**src/hw/rtl/teq_pkg.sv**
```systemverilog
// Shared constants and codes for the timer expiry queue.
package teq_pkg;

  // Number of timer slots held in the slot memories (supported range 2 to 16, set by the 4-bit slot ports).
  localparam int NUM_SLOTS = 16;
  localparam int SLOT_W    = $clog2(NUM_SLOTS);

  localparam logic [SLOT_W-1:0] LAST_SLOT = SLOT_W'(NUM_SLOTS - 1);

  // Request kinds.
  localparam logic [1:0] KIND_INSERT  = 2'd0;
  localparam logic [1:0] KIND_REMOVE  = 2'd1;
  localparam logic [1:0] KIND_PROCESS = 2'd2;

  // Result status codes.
  localparam logic [1:0] ST_ACK         = 2'd0;
  localparam logic [1:0] ST_FIRED       = 2'd1;
  localparam logic [1:0] ST_NONE        = 2'd2;
  localparam logic [1:0] ST_IDLE_REMOVE = 2'd3;

  typedef logic [SLOT_W-1:0] slot_idx_t;
  typedef logic [63:0]       tick_t;
  typedef logic [31:0]       period_t;

endpackage

```
**src/hw/rtl/timer_expiry_queue_top.sv**
```systemverilog
// Timer expiry queue: slot table in synchronous memories with a scanning expiry engine.
//
// The block keeps NUM_SLOTS timer slots. Each slot has an armed bit (held in flip-flops
// and cleared by reset) and an expiry time and reload period held in two one-port-read
// synchronous memories. A request is taken at a rising edge where start is high and busy
// is low. Insert and remove are handled at the accepting edge: their single result shows
// on the result ports in the next cycle and busy stays low, so such requests may follow
// one another in every cycle. A process request raises busy and runs one scan of the
// expiry memory per result: each scan reads one slot per cycle, keeps the earliest
// expired slot not yet fired in this request (lowest slot on ties), and then fires it,
// re-arming a periodic slot at now plus its period or disarming a one-shot slot. Each
// scan steps through the slots in S_SCAN, then passes S_DRAIN and S_DECIDE; its pace is
// set by the single read port of the expiry memory, and a process request that fires
// k slots runs k + 1 scans with busy high. Because whether a fired result is the final
// one is only known after the following scan, each fired result is presented at the end
// of the scan that follows it. Every result is valid for exactly one cycle, marked by
// strobe; the receiver cannot stall the block, and busy is already low in the cycle
// that carries the final result of a request. The expiry and period memories need no
// clearing after reset, since an entry is only used while its slot is armed.
module timer_expiry_queue_top
  import teq_pkg::*;
(
  input  logic        clk,
  input  logic        rst,
  input  logic        start,
  output logic        busy,
  input  logic [1:0]  kind,
  input  logic [3:0]  slot,
  input  logic [63:0] now,
  input  logic [31:0] delay,
  input  logic [31:0] period,
  output logic        strobe,
  output logic [3:0]  slot_out,
  output logic [1:0]  status,
  output logic        last
);

  typedef enum logic [1:0] {
    S_IDLE,
    S_SCAN,
    S_DRAIN,
    S_DECIDE
  } state_t;

  state_t state;

  // Slot memories: expiry time and reload period, one read address per cycle.
  tick_t   exp_mem [NUM_SLOTS];
  period_t per_mem [NUM_SLOTS];
  tick_t   exp_q;
  period_t per_q;

  // Armed bits are reset, and done bits mark slots already fired in this request.
  logic [NUM_SLOTS-1:0] armed;
  logic [NUM_SLOTS-1:0] done;

  // Scan engine registers.
  slot_idx_t scan_idx;
  slot_idx_t cmp_idx;
  logic      cmp_vld;
  tick_t     now_r;
  logic      found;
  slot_idx_t best_idx;
  tick_t     best_exp;
  period_t   best_per;

  // A fired slot waits here until the next scan tells whether it is the final result.
  logic      pend_vld;
  slot_idx_t pend_slot;

  logic      accept;
  logic      slot_ok;
  slot_idx_t slot_idx;
  period_t   after;
  logic      ins_wr;
  logic      fire_wr;
  logic      wr_en;
  slot_idx_t wr_idx;
  tick_t     wr_exp;
  period_t   wr_per;
  logic      hit;

  assign accept   = start && !busy;
  assign slot_ok  = (32'(slot) < 32'(NUM_SLOTS));
  assign slot_idx = SLOT_W'(slot);
  assign after    = (period != '0) ? period : delay;

  // Insert writes at the accepting edge; a periodic fire writes the re-armed expiry.
  assign ins_wr  = accept && (kind == KIND_INSERT) && slot_ok;
  assign fire_wr = (state == S_DECIDE) && found && (best_per != '0);
  assign wr_en   = ins_wr || fire_wr;
  assign wr_idx  = ins_wr ? slot_idx : best_idx;
  assign wr_exp  = ins_wr ? (now + 64'(after)) : (now_r + 64'(best_per));
  assign wr_per  = ins_wr ? period : best_per;

  // A slot is a candidate when it is armed, not yet fired, expired, and strictly earlier
  // than the best so far; the ascending scan order settles ties on the lowest slot.
  assign hit = cmp_vld && armed[cmp_idx] && !done[cmp_idx] && (exp_q <= now_r) &&
               (!found || (exp_q < best_exp));

  always_ff @(posedge clk) begin
    if (wr_en) begin
      exp_mem[wr_idx] <= wr_exp;
      per_mem[wr_idx] <= wr_per;
    end
    exp_q <= exp_mem[scan_idx];
    per_q <= per_mem[scan_idx];
  end

  always_ff @(posedge clk) begin
    if (rst) begin
      state    <= S_IDLE;
      busy     <= 1'b0;
      strobe   <= 1'b0;
      armed    <= '0;
      done     <= '0;
      found    <= 1'b0;
      pend_vld <= 1'b0;
      cmp_vld  <= 1'b0;
      scan_idx <= '0;
    end else begin
      strobe  <= 1'b0;
      cmp_vld <= 1'b0;

      if (hit) begin
        found    <= 1'b1;
        best_idx <= cmp_idx;
        best_exp <= exp_q;
        best_per <= per_q;
      end

      case (state)
        S_IDLE: begin
          if (accept) begin
            case (kind)
              KIND_INSERT: begin
                if (slot_ok) begin
                  armed[slot_idx] <= 1'b1;
                end
                strobe   <= 1'b1;
                slot_out <= slot;
                status   <= ST_ACK;
                last     <= 1'b1;
              end
              KIND_REMOVE: begin
                if (slot_ok && armed[slot_idx]) begin
                  armed[slot_idx] <= 1'b0;
                  status          <= ST_ACK;
                end else begin
                  status <= ST_IDLE_REMOVE;
                end
                strobe   <= 1'b1;
                slot_out <= slot;
                last     <= 1'b1;
              end
              KIND_PROCESS: begin
                now_r    <= now;
                done     <= '0;
                found    <= 1'b0;
                pend_vld <= 1'b0;
                scan_idx <= '0;
                busy     <= 1'b1;
                state    <= S_SCAN;
              end
              default: begin
              end
            endcase
          end
        end

        S_SCAN: begin
          cmp_vld <= 1'b1;
          cmp_idx <= scan_idx;
          if (scan_idx == LAST_SLOT) begin
            state <= S_DRAIN;
          end else begin
            scan_idx <= scan_idx + 1'b1;
          end
        end

        S_DRAIN: begin
          state <= S_DECIDE;
        end

        S_DECIDE: begin
          if (pend_vld) begin
            strobe   <= 1'b1;
            slot_out <= 4'(pend_slot);
            status   <= ST_FIRED;
            last     <= !found;
          end
          if (found) begin
            done[best_idx] <= 1'b1;
            if (best_per == '0) begin
              armed[best_idx] <= 1'b0;
            end
            pend_vld  <= 1'b1;
            pend_slot <= best_idx;
            found     <= 1'b0;
            scan_idx  <= '0;
            state     <= S_SCAN;
          end else begin
            if (!pend_vld) begin
              strobe   <= 1'b1;
              slot_out <= 4'd0;
              status   <= ST_NONE;
              last     <= 1'b1;
            end
            pend_vld <= 1'b0;
            busy     <= 1'b0;
            state    <= S_IDLE;
          end
        end

        default: begin
          state <= S_IDLE;
        end
      endcase
    end
  end

endmodule

```
**config.mk**
```make
export PLATFORM = sky130hd
export DESIGN_NAME = timer_expiry_queue_top
export DESIGN_NICKNAME = d
export VERILOG_FILES = /design/src/hw/rtl/teq_pkg.sv /design/src/hw/rtl/timer_expiry_queue_top.sv
export SDC_FILE = /design/constraint.sdc
export NUM_CORES = 2
export LEC_CHECK = 0
export ABC_AREA = 1
export BUFFER_PORTS_ARGS = -buffer_cell sky130_fd_sc_hd__buf_4
export CAP_MARGIN = 10
export CORE_MARGIN = 8
export CORE_UTILIZATION = 30
export CTS_BUF_LIST = sky130_fd_sc_hd__clkbuf_16
export DETAILED_ROUTE_END_ITERATION = 12
export GPL_TIMING_DRIVEN = 0
export PLACE_DENSITY_LB_ADDON = 0.15
export SYNTH_ARGS = -nofsm -noshare
export SYNTH_HDL_FRONTEND = slang
export SYNTH_SLANG_ARGS = --single-unit
```
**constraint.sdc**
```tcl
create_clock -name clk -period 8.9 [get_ports clk]
set_input_delay 0 -clock clk [delete_from_list [all_inputs] [get_ports clk]]
set_output_delay 0 -clock clk [all_outputs]
set_load 0.1 [all_outputs]
```
# [Word level (Yosys, flattened, before mapping)]
# Memory sizes are Yosys's and may differ from the RTL's. A register that Yosys moved wholly into a read port is not among the register bits.
# Cells that the tools add are included.
[op_classes] addsub=3 n_lt_le_gt_ge=7 n_eq_ne=16 muxes=75 bitwise=7 n_reduce_logical=35
[ops] cell="$add 64x32->64" count=2
[ops] cell="$mux 16" count=7
[ops] cell="$pmux 16 s2" count=3
[ops] cell="$le 64x64->1" count=1
[ops] cell="$lt 64x64->1" count=1
[ops] cell="$mux 32" count=2
[ops] cell="$mux 64" count=1
[ops] cell="$reduce_bool 32->1" count=2
[ops] cell="$mux 4" count=10
[ops] cell="$and 16x16->16" count=2
[ops] cell="$logic_not 32->1" count=1
[ops] cell="$not 16->16" count=2
[ops] cell="$or 16x16->16" count=2
[ops] cell="$mux 1" count=29
[ops] cell="$reduce_and 4->1" count=5
[ops] cell="$mux 2" count=8
[ops] cell="$lt 4x5->1 const B" count=3
[ops] cell="$bmux 1 s4" count=3
[ops] cell="$ne 2x2->1 const B" count=6
[ops] cell="$pmux 4 s3" count=1
[ops] cell="$logic_and 1x1->1" count=10
[ops] cell="$pmux 1 s2" count=5
[ops] cell="$reduce_and 3->1" count=3
[ops] cell="$demux 1 s4" count=2
[ops] cell="other kinds (21)" count=32
[word_totals] register_bits=222 ramBits=1536 output_inout_bits=9 elab_cells=163 n_memories=2
[memory_table] name="exp_mem" depth=16 word_bits=64 read_ports=1 rd_clocked_by_memory_dff=1 write_ports=1 line="timer_expiry_queue_top.sv:48" text="tick_t exp_mem [NUM_SLOTS];"
[memory_table] name="per_mem" depth=16 word_bits=32 read_ports=1 rd_clocked_by_memory_dff=1 write_ports=1 line="timer_expiry_queue_top.sv:49" text="period_t per_mem [NUM_SLOTS];"

# [Depth between registers and ports, before layout]
[depth] word_depth=10 mapped_depth=24

# [Worst setup path after synthesis]
# Ideal clock, no wire load.
[synth_path] path_kind="register to register" from="reg busy" to="mem exp_mem[0][0] (netlist bit), enable pin" setup_time_ns=0.552 arrival_time_ns=5.942 path_slack_ns=2.406 stages_incl_launch_ff=10 n_path_buf=1 period_less_slack_ns=6.494 cell_sequence="dfxtp_1 nor2_2 inv_2 nor3_4 inv_2 clkbuf_1 nand2_1 o21ai_1 nand2_1 nor2_1"
[synth_via] elab_chain_len=6 word_cells_on_any_way=7 classes_between="mux (3); reduce/logical (4)"
[synth_rtl] item="from (decl)" line="timer_expiry_queue_top.sv:26" text="output logic busy,"
[synth_rtl] item="from (signal assigned)" line="timer_expiry_queue_top.sv:113" text="busy <= 1'b0;"
[synth_rtl] item="from (signal assigned)" line="timer_expiry_queue_top.sv:162" text="busy <= 1'b1;"
[synth_rtl] item="from (signal assigned)" line="timer_expiry_queue_top.sv:210" text="busy <= 1'b0;"
[synth_rtl] item="$logic_not 1->1 (*)" line="timer_expiry_queue_top.sv:83" text="assign accept = start && !busy;"
[synth_rtl] item="$logic_and 1x1->1 (*)" line="timer_expiry_queue_top.sv:83"
[synth_rtl] item="$logic_and 1x1->1 (*)" line="timer_expiry_queue_top.sv:89" text="assign ins_wr = accept && (kind == KIND_INSERT) && slot_ok;"
[synth_rtl] item="$logic_or 1x1->1" line="timer_expiry_queue_top.sv:91" text="assign wr_en = ins_wr || fire_wr;"
[synth_rtl] item="$mux 1" line="timer_expiry_queue_top.sv:102" text="if (wr_en) begin"
[synth_rtl] item="$mux 1 (not written as such)" line="timer_expiry_queue_top.sv:103" text="exp_mem[wr_idx] <= wr_exp;"
[synth_rtl] item="to (decl)" line="timer_expiry_queue_top.sv:48"
# Mark *: on every way between the ends. The rest lies on a longest branch, timed or not.

# [Worst setup path in the final report]
[layout_path] from="in period[30]" to="mem exp_mem[2][57] (netlist bit) (data pin)"
[layout_via] elab_chain_len=4
[layout_rtl] item="from (decl)" line="timer_expiry_queue_top.sv:31" text="input logic [31:0] period,"
[layout_rtl] item="$reduce_bool 32->1" line="timer_expiry_queue_top.sv:86" text="assign after = (period != '0) ? period : delay;"
[layout_rtl] item="$mux 32 (*)" line="timer_expiry_queue_top.sv:86"
[layout_rtl] item="$add 64x32->64 (*)" line="timer_expiry_queue_top.sv:93" text="assign wr_exp = ins_wr ? (now + 64'(after)) : (now_r + 64'(best_per));"
[layout_rtl] item="$mux 64 (*)" line="timer_expiry_queue_top.sv:93"
[layout_rtl] item="net wr_exp[57]" line="timer_expiry_queue_top.sv:79" text="tick_t wr_exp;"
# Mark *: on every way through the listed nets, which the timed path passes. The rest lies on a longest branch.

==> out/metrics.cfg <==
[job]
cap_viol_max_count = 0

[sta]
fmax_mhz = 208
setup_tns_ns = 0
rsz0062_at_grt = no
finalSetupViolations = 0
slew_violations = 0
max_slew_margin_pct = 7.23
holdWs_ns = 0.0690
tightest_slew_ns = 1.39
fin_crit_sh_pct = 54.1
final.setup_skew_ns = 0.0725
hold_viol_final = 0
fin_crit_ns = 4.82

[yosys]
ys_seq_elements = 1854
syn_nets = 7398
post_synth.cell_area_avg_um2 = 11.5
netlist_area_mm2 = 0.0813
yosys.area.top_type = edfxtp_1
synth_common_cells = edfxtp_1 (1715), nor2_1 (1129), nand2_1 (1025)
ys_warn_count = 0
synthCells = 7063
synthTopCellsByArea = edfxtp_1 (63%), nor2_1 (5.2%), nand2_1 (4.7%), o21ai_0 (3.5%), dfxtp_1 (3.4%)
synth_top_area_share_pct = 63.4
yosys_most_used_dff = edfxtp_1
async_flop_share_pct = 0
synth_cell_types = 56
synth_edf_count = 1715
synth-seq-area-share_pct = 66.8
synth_most_common_cell = edfxtp_1

[floorplanning]
initial_utilization_pct = 30.1
core-area_mm2 = 0.270
die_x_um = 536
placementRows = 191
die_y_um = 536
io-pin-count = 146
dieArea_mm2 = 0.288

[grt]
antenna_found_initial = 38
grt_pass1_vias = 57700
grt_pass1_wl_um = 452000
grt_start_max_net_pins = 28
overflow = 0
track_usage_pct = 22.0

[setup_path]
max_stage_delay_ns = 0.54
worst_setup_path_start_kind = primary input
endpoint_kind = register
slowest_stage = dlygate4sd3_1
crit_type = primary input to register
cp.arrival_ns = 5.19
cp_data_required_time_ns = 9.27
crit_top_cell = nand2_1
path_max_fanout = 16
crit_chain = dlygate4sd3_1, buf_4, nor4_1, nand4_1, nor2_1, clkbuf_1, nand2_1, nand2_1, ha_1, a21oi_1, o21ai_0, a21oi_1, nand3_1, nand3_1, nand2_1, nand2_1, nand2_1, nand2_1, nand2_1

[drt]
final_antenna_net_count = 0
drt-total-wl_um = 328000
avgRoutedWirePerCell_um = 28.5
vias_per_cell = 5.18
drc = 0
drt_iter0_drc = 6303
via_count = 59500
first_pass_iters = 6

[layout]
drive_gt1_share_pct = 10.6
fill_cells = 26700
fin_nets = 8053
stdcell_count = 11500
area_delta_synth_final_pct = 20.0

[placement]
io_buffers = 144
gp_congestion = 0.961
dp_cells = 10900
dp_hpwl_um = 242000

[cts]
cts.clk_slew.worst_paths_ns = 0.06
cts.sinks = 1854
cts_buffer_depth = 3
worstSkewPairLatency_ns = 0.90
cts_tree = built
cts_setup_buffers = 0
cts_root_buf = clkbuf_16
h-tree-depth = 4
cts_made_buffers = 202

[pwr]
cellLeakagePower_uw = 0.0343
peakVddDrop_mv = 0.200
p_per_area_mw_per_mm2 = 229

[status]
outcome = completed

[min_path]
hp-class = primary input to register

-- timing repair --
action,in CTS,in global routing
hold buffers,164,0
hold endpoints to repair,686,0
resized for setup,0,0
-- path summary, 6_finish.rpt --
path	start	to	slack (ns)	depth (start not counted)
worst min-delay path	now[46]	now_r[46]$_DFFE_PP_	0.07	2
worst min register to register	per_q[8]$_DFF_P_	best_per[8]$_DFFE_PP_	0.40	0
worst max-delay path	period[30]	exp_mem[2][57]$_DFFE_PP_	4.08	19
worst max register to register	busy$_SDFFE_PP0P_	exp_mem[2][61]$_DFFE_PP_	4.56	10
-- layout by cell type, fill, tap and decap left out, types with 20 or more instances in the layout --
master,netlist,final
clkbuf_1,186,177
nor2_4,2,20
buf_4,5,181
o32ai_1,217,217
dlygate4sd3_1,0,164
nand3_1,354,354
o21ai_0,570,526
ha_1,196,196
nand2_1,1025,1025
nor3_1,53,52
nor2_1,1129,1111
a21oi_1,213,213
buf_2,111,112
mux2i_1,169,168
clkinv_2,0,31
inv_1,456,510
o221ai_1,167,167
dfxtp_1,139,139
nor4_1,22,22
clkinv_1,2,51
nor2_2,24,24
buf_12,0,69
buf_1,22,22
o211ai_1,28,28
edfxtp_1,1715,1715
buf_6,2,24
clkbuf_16,0,203
nand4_1,44,44
inv_2,42,42
o21ai_1,23,64
-- sequential cells by signal (all words and copies together) (netlist names), 2 cells and up, named ones only --
register	cells
pend_slot	4
slot_out	4
state	2
exp_q	64
per_q	32
scan_idx	4
best_per	32
per_mem	512
best_exp	64
done	16
cmp_idx	4
exp_mem	1024
now_r	64
best_idx	4
status	2
-- logic make-up after synthesis --
| group | count (synthesis) | share of synthesized area [%] |
|---|---|---|
| compound gates | 1285 | 10.0 |
| xor+xnor | 19 | 0.205 |
| fa+ha+maj | 198 | 3.07 |
| buf+inv | 827 | 4.05 |
| flops | 1854 | 66.8 |
| mux | 169 | 2.08 |
| simple gates | 2711 | 13.8 |
-- metrics by stage --
| stage | total power (µW) | worst slack [ns] | cell area [µm²] | util [%] |
|---|---|---|---|---|
| after floorplan | 12300 | 2.41 | 81300 | - |
| after global placement | 14100 | -4.27 | 86800 | 32.1 |
| after detailed placement | 14100 | 3.55 | 89300 | 33.1 |
| after CTS | 22500 | 3.88 | 97400 | 36.1 |
| after global routing | 23100 | 3.78 | 97500 | 36.1 |
| final | 22300 | 4.08 | 97500 | 36.1 |
-- worst max-delay path, delay by kind of cell --
family,cells,cell delay (ns)
buf+inv,3,1.11
simple gates,12,2.66
fa+ha+maj,1,0.41
compound gates,3,0.97
-- area by class of cell --
| cell class | count | area (µm²) | area share (%) |
|---|---|---|---|
| flip-flops and latches | 1854 | 54300 | 55.7 |
| multi-input cells | 4382 | 23800 | 24.5 |
| repair buffers | 451 | 5080 | 5.21 |
| clock buffers | 203 | 5080 | 5.21 |
| well taps | 3570 | 4470 | 4.58 |
| inverters | 500 | 1880 | 1.92 |
| plain buffers | 327 | 1420 | 1.46 |
| clock inverters | 174 | 1420 | 1.46 |
| diodes | 16 | 40.0 | 0.0411 |
-- per-layer routing --
layer,up-vias,global-route usage (%),wire (µm)
li1,26900,-,-
met1,30000,30.2,144000
met2,2135,36.1,153000
met3,445,3.56,20800
met4,8,6.48,9990
met5,-,0,57
-- where the power goes --
part / leakage, µW / switching (µW) / total, µW / internal [µW]
clock: 0.00335 / 3710 / 8260 / 4550
combinational: 0.0144 / 2900 / 3980 / 1080
sequential: 0.0166 / 182 / 10100 / 9910
total: 0.0343 / 6790 / 22300 / 15500
(Power assumes the default switching activity.)
